==> src/hmr_byte_ram.sv <==
`default_nettype none
// ----------------------------------------------------------------------------
// Byte store RAM
// Single-port-write, single-read byte memory with a registered read.
// ----------------------------------------------------------------------------
module hmr_byte_ram #(
	parameter int AW = 8
) (
	input  wire logic          clk,
	input  wire logic          we,
	input  wire logic [AW-1:0] waddr,
	input  wire logic [7:0]    wdata,
	input  wire logic [AW-1:0] raddr,
	output logic      [7:0]    rdata
);

	logic [7:0] mem [2**AW];

	always_ff @(posedge clk) begin
		if (we) begin
			mem[waddr] <= wdata;
		end
		rdata <= mem[raddr];
	end

endmodule
`default_nettype wire
==> config.mk <==
export PLATFORM = sky130hd
export DESIGN_NAME = hmr_byte_ram
export DESIGN_NICKNAME = d
export VERILOG_FILES = /design/src/hmr_byte_ram.sv
export SDC_FILE = /design/constraint.sdc
export NUM_CORES = 2
export LEC_CHECK = 0
export ABC_AREA = 0
export BUFFER_PORTS_ARGS = -buffer_cell sky130_fd_sc_hd__buf_2
export CAP_MARGIN = 20
export CORE_MARGIN = 1.5
export CORE_UTILIZATION = 40
export CTS_CLUSTER_DIAMETER = 60
export DETAILED_ROUTE_END_ITERATION = 6
export PLACE_DENSITY = 0.66
export SYNTH_ARGS = -nofsm -noshare
export SYNTH_HDL_FRONTEND = slang
export SYNTH_SLANG_ARGS = --single-unit
==> constraint.sdc <==
create_clock -name clk -period 3.25 [get_ports clk]
set_clock_uncertainty 0.05 [all_clocks]
set_input_delay 0.65 -clock clk [delete_from_list [all_inputs] [get_ports clk]]
set_output_delay 0.65 -clock clk [all_outputs]
set_load 0.005 [all_outputs]
* After elaboration in Yosys (flattened, before gate mapping)
Memories as Yosys holds them, arrays and structs flattened. A register that Yosys moved wholly into a read port is not among the register bits. Cells that the tools add are included.
Storage, ports and cells: register bits 0, bits in writable memories 2048, memories kept 1, bits of input ports 26, output and inout port bits 8, word-level logic and storage cells 3
Operators by class: mux-type cells 2
Memories:
- mem | words 256, width 8, read ports 1, clocked after memory_dff 1, write ports 1, RTL line 17 | logic [7:0] mem [2**AW];
Operators by type and width (count):
- 2-to-1 mux 1 bit | 2

* Logic depth before layout (Yosys ltp)
depth after elaboration 2, gate-level depth with buffers 11, depth with buffers taken out 6

* Least setup slack after synthesis
No wires, ideal clock.
path type input port to flip-flop, start input port raddr[0], end register rdata[2], read port of mem, arrival 2.457 ns, buffers on the path 4, required time 3.069 ns, stages on the path 9, path slack 0.612 ns, library setup time 0.131 ns, cells stage by stage buf_6 buf_12 buf_8 buf_2 mux4_2 a22oi_1 a21oi_1 nor4_1 nor4_2
RTL lines:
- start, declared | RTL line 13 | input wire logic [AW-1:0] raddr,
- end, declared | RTL line 14 | output logic [7:0] rdata

==> metrics.md <==
| Metric | Value |
|---|---|
| Finished Cell Area | just over 90000 um2 |
| Antenna violations before repair | 3 |
| Final setup viols | 0 |
| Io pins | 34 |
| Commonest cells post-synth | 2048 x edfxtp_1, 454 x mux4_2, 282 x nor2_1 |
| Die ar. | 202000 um2 |
| Sequential cell area fraction in the yosys report | between 70 and 80% |
| CP most frequent cell | buf_12 |
| Post-synth top area cell | edfxtp_1 |
| Levels on crit path | 10 |
| Number of detailed-route iterations in the first pass | 6 |
| Ys async rst share | 0% |
| Gpl congestion | approximately 0.9 |
| DRC Markers | 0 |
| Finished Layout Cells | approximately 7000 |
| Yosys reg bits | between 2000 and 2500 |
| Nets | about 4300 |
| Post-CTS sizing | 0 |
| GRT Overall Usage | ~20% |
| CTS Root Cell | clkbuf_16 |
| Place WS | -0.470 ns |
| Tightest Hold Check Type | input port to flip-flop |
| Avg Cell Area, Syn | between 20 and 25 um2 |
| DP HPWL | roughly 130000 um |
| Syn_nets | roughly 3800 |
| Slew HR | between 30% and 40% |
| Post-CTS Hold Fix Bufs | 0 |
| Pwr per Cell Area | about 600 nW/um2 |
| Hold path depth | 1 |
| Achievable frequency | ~350 MHz |
| TritonCTS clock tree | built |
| Maxcap violations | 0 |
| Final Cycle Share | 88.0% |
| WL final | 200000 um |
| Clock buffer depth | 3 |
| R2R depth | 6 |
| Max-slew violations | 0 |
| Util after Layout | between 40% and 50% |
| Area fraction of the dominant cell type after synthesis | around 77% |
| Pin count of the biggest net entering global routing | 103 |
| Number of distinct library cells after synthesis | 55 |
| Total gr overflow | 0 |
| Crit-path cells | buf_8 > buf_12 > buf_12 > mux4_2 > a22o_1 > a221oi_1 > buf_4 > o32ai_1 > nor3_1 > nor4_1 |
| Buffers on Ports | 33 |
| Max IR drop VDD | between 600 and 700 uV |
| H-tree lvl count | 4 |
| # clock sinks | roughly 2000 |
| Worst setup SP type | input port |
| Worst Slack Setup Final | roughly 0.39 ns |
| Area grow syn2layout | 17.0% |
| Reg power frac | 53.5% |
| Top-count cell post-synth | edfxtp_1 |
| Average wire per standard cell | ~28 um |
| Share of cells above drive strength 1 | 30.2% |
| Top cells by area, synth | edfxtp_1 77%, mux4_2 13%, mux2i_1 1.7%, nor2_1 1.3%, a22oi_1 1.3% |
| Vias in the first global route | slightly above 40000 |
| DR iter-0 viols | 5257 |
| Hold Slack | 0.166 ns |
| CP Buf/Inv Count | 4 |
| Post-Synthesis Cells | 3733 |
| Crit path largest cell delay | about 0.60 ns |
| Worst endpoint required time | between 3 and 4 ns |
| Syn Std Cell Area | 79600 um2 |
| P_int | 43.0 mW |
| Static leakage | between 20 and 30 nW |
| Status | completed |
| First-pass GRT wire length | approximately 290000 um |
| CTS Buf Count | between 150 and 200 |
| Total Neg Setup Slack | 0 ns |
| Die width | ~450 um |
| Clock power share | 41.2% |
| Kind of critical path | input port to flip-flop |
| Clock-pin slew on the worst setup and hold paths | approximately 0.070 ns |
| Worst skew pair latency | 0.86 ns |
| Post-Place Cells | about 6700 |
| Starting Density | approximately 40% |
| Sw Ratio | 21.4% |
| Final Hold Viols | 0 |
| Via count | between 40000 and 50000 |
| CP max FO | 23 |
| Placed Area | between 80000 and 90000 um2 |
| Overall power | 54.7 mW |
| Slew @ Worst Pin | roughly 0.94 ns |
| Combinational share of power | 5.3% |
| Tmin final | between 2 and 3 ns |
| Crit end category | flip-flop |
| Cell Rows | approximately 160 |
| Core box area | 197000 um2 |
| CP Data Arrival Time | 3.51 ns |
| NetSw | between 10 and 15 mW |
| Critical path's slowest cell | nor3_1 |
| CP delay by family, top | buffers and inverters |
| Synth Warn # | 0 |
| Predominant post-synthesis flop cell | edfxtp_1 |
| RSZ-0062 raised after global routing | false |
| Antenna viol nets, final | 0 |
| Height of the die | 449 um |
| Post-synth EDFFs | just over 2000 |
| Vias per cell | between 5 and 6 |
| Postcts setup bufs | 0 |
-- layout by cell type, fill, tap and decap left out, types with 13 or more instances in the layout --
cell type / netlist / layout
mux4_2: 454 / 454
a22oi_1: 133 / 133
a21oi_1: 96 / 96
buf_4: 27 / 506
mux2i_1: 134 / 134
edfxtp_1: 2048 / 2048
clkbuf_16: 0 / 202
nand2_1: 33 / 33
o22ai_1: 28 / 28
nor3_1: 22 / 21
clkinv_1: 1 / 55
a221oi_1: 13 / 13
buf_2: 31 / 21
bufinv_16: 0 / 16
nor4_1: 24 / 24
buf_12: 8 / 63
nor2_1: 282 / 279
a211oi_1: 16 / 16
nand3_1: 34 / 34
o221ai_1: 46 / 46
clkinv_2: 0 / 32
clkbuf_1: 111 / 39
nor2b_1: 31 / 28
-- cell type report --
cell class	instances	area [um2]
clock buffer	241	5200
clock inverter	125	1140
tap	2640	3300
antenna	2	5.00
timing repair buffer	600	5310
sequential	2056	61700
inverter	2	7.51
multi-input combinational	1442	16500
fill	16200	104000
-- cells by family (layout without fill, tap and decap cells) --
group / count (synthesis) / count (layout) / share of synthesized area [%]
flip-flops: 2056 / 2056 / 77.5
AND/OR/NAND/NOR: 466 / 466 / 2.63
AO/OA/AOI/OAI: 385 / 385 / 3.42
other: 0 / 2 / 0
buffers and inverters: 235 / 968 / 1.83
multiplexers: 591 / 591 / 14.6
-- power by group through the flow --
| stage | combinational [mW] | clock, mW | sequential (mW) |
|---|---|---|---|
| final | 2.89 | 22.6 | 29.3 |
| after floorplan | 1.42 | 0 | 29.8 |
| after CTS | 2.90 | 22.9 | 29.3 |
| after detailed placement | 2.90 | 0 | 29.9 |
| after global routing | 3.04 | 23.9 | 29.3 |
| after global placement | 2.86 | 0 | 29.9 |
-- routing by layer --
layer / vias up / part of all wire, % / wire length, um / global-route usage (%)
li1: 16800 / - / - / -
met1: 21500 / 40 / 80200 / 27.4
met2: 1958 / 48 / 95500 / 31.2
met3: 334 / 8.7 / 17300 / 3.63
met4: 2 / 3.4 / 6790 / 6.74
met5: - / 0.0080 / 16 / 0
-- worst reg2reg max path: cells and delay by family, from the launching register on --
| kind | cells | cell delay (ns) |
|---|---|---|
| buf+inv | 1 | 0.24 |
| flops | 1 | 0.36 |
| mux | 2 | 1.03 |
| simple gates | 3 | 1.03 |
-- state kept, by name (all words and copies together), names as in the netlist --
register,count
mem,2048
rdata,8
-- final timing paths --
path                               endpoint  slack (ns)         from
worst max-delay path               rdata[5]        0.39     raddr[0]
worst min-delay path            mem[194][1]        0.17     wdata[1]
worst max register to register     rdata[1]        0.41   mem[87][1]
worst min register to register     rdata[6]        1.05  mem[165][6]
(Power assumes the default switching activity.)
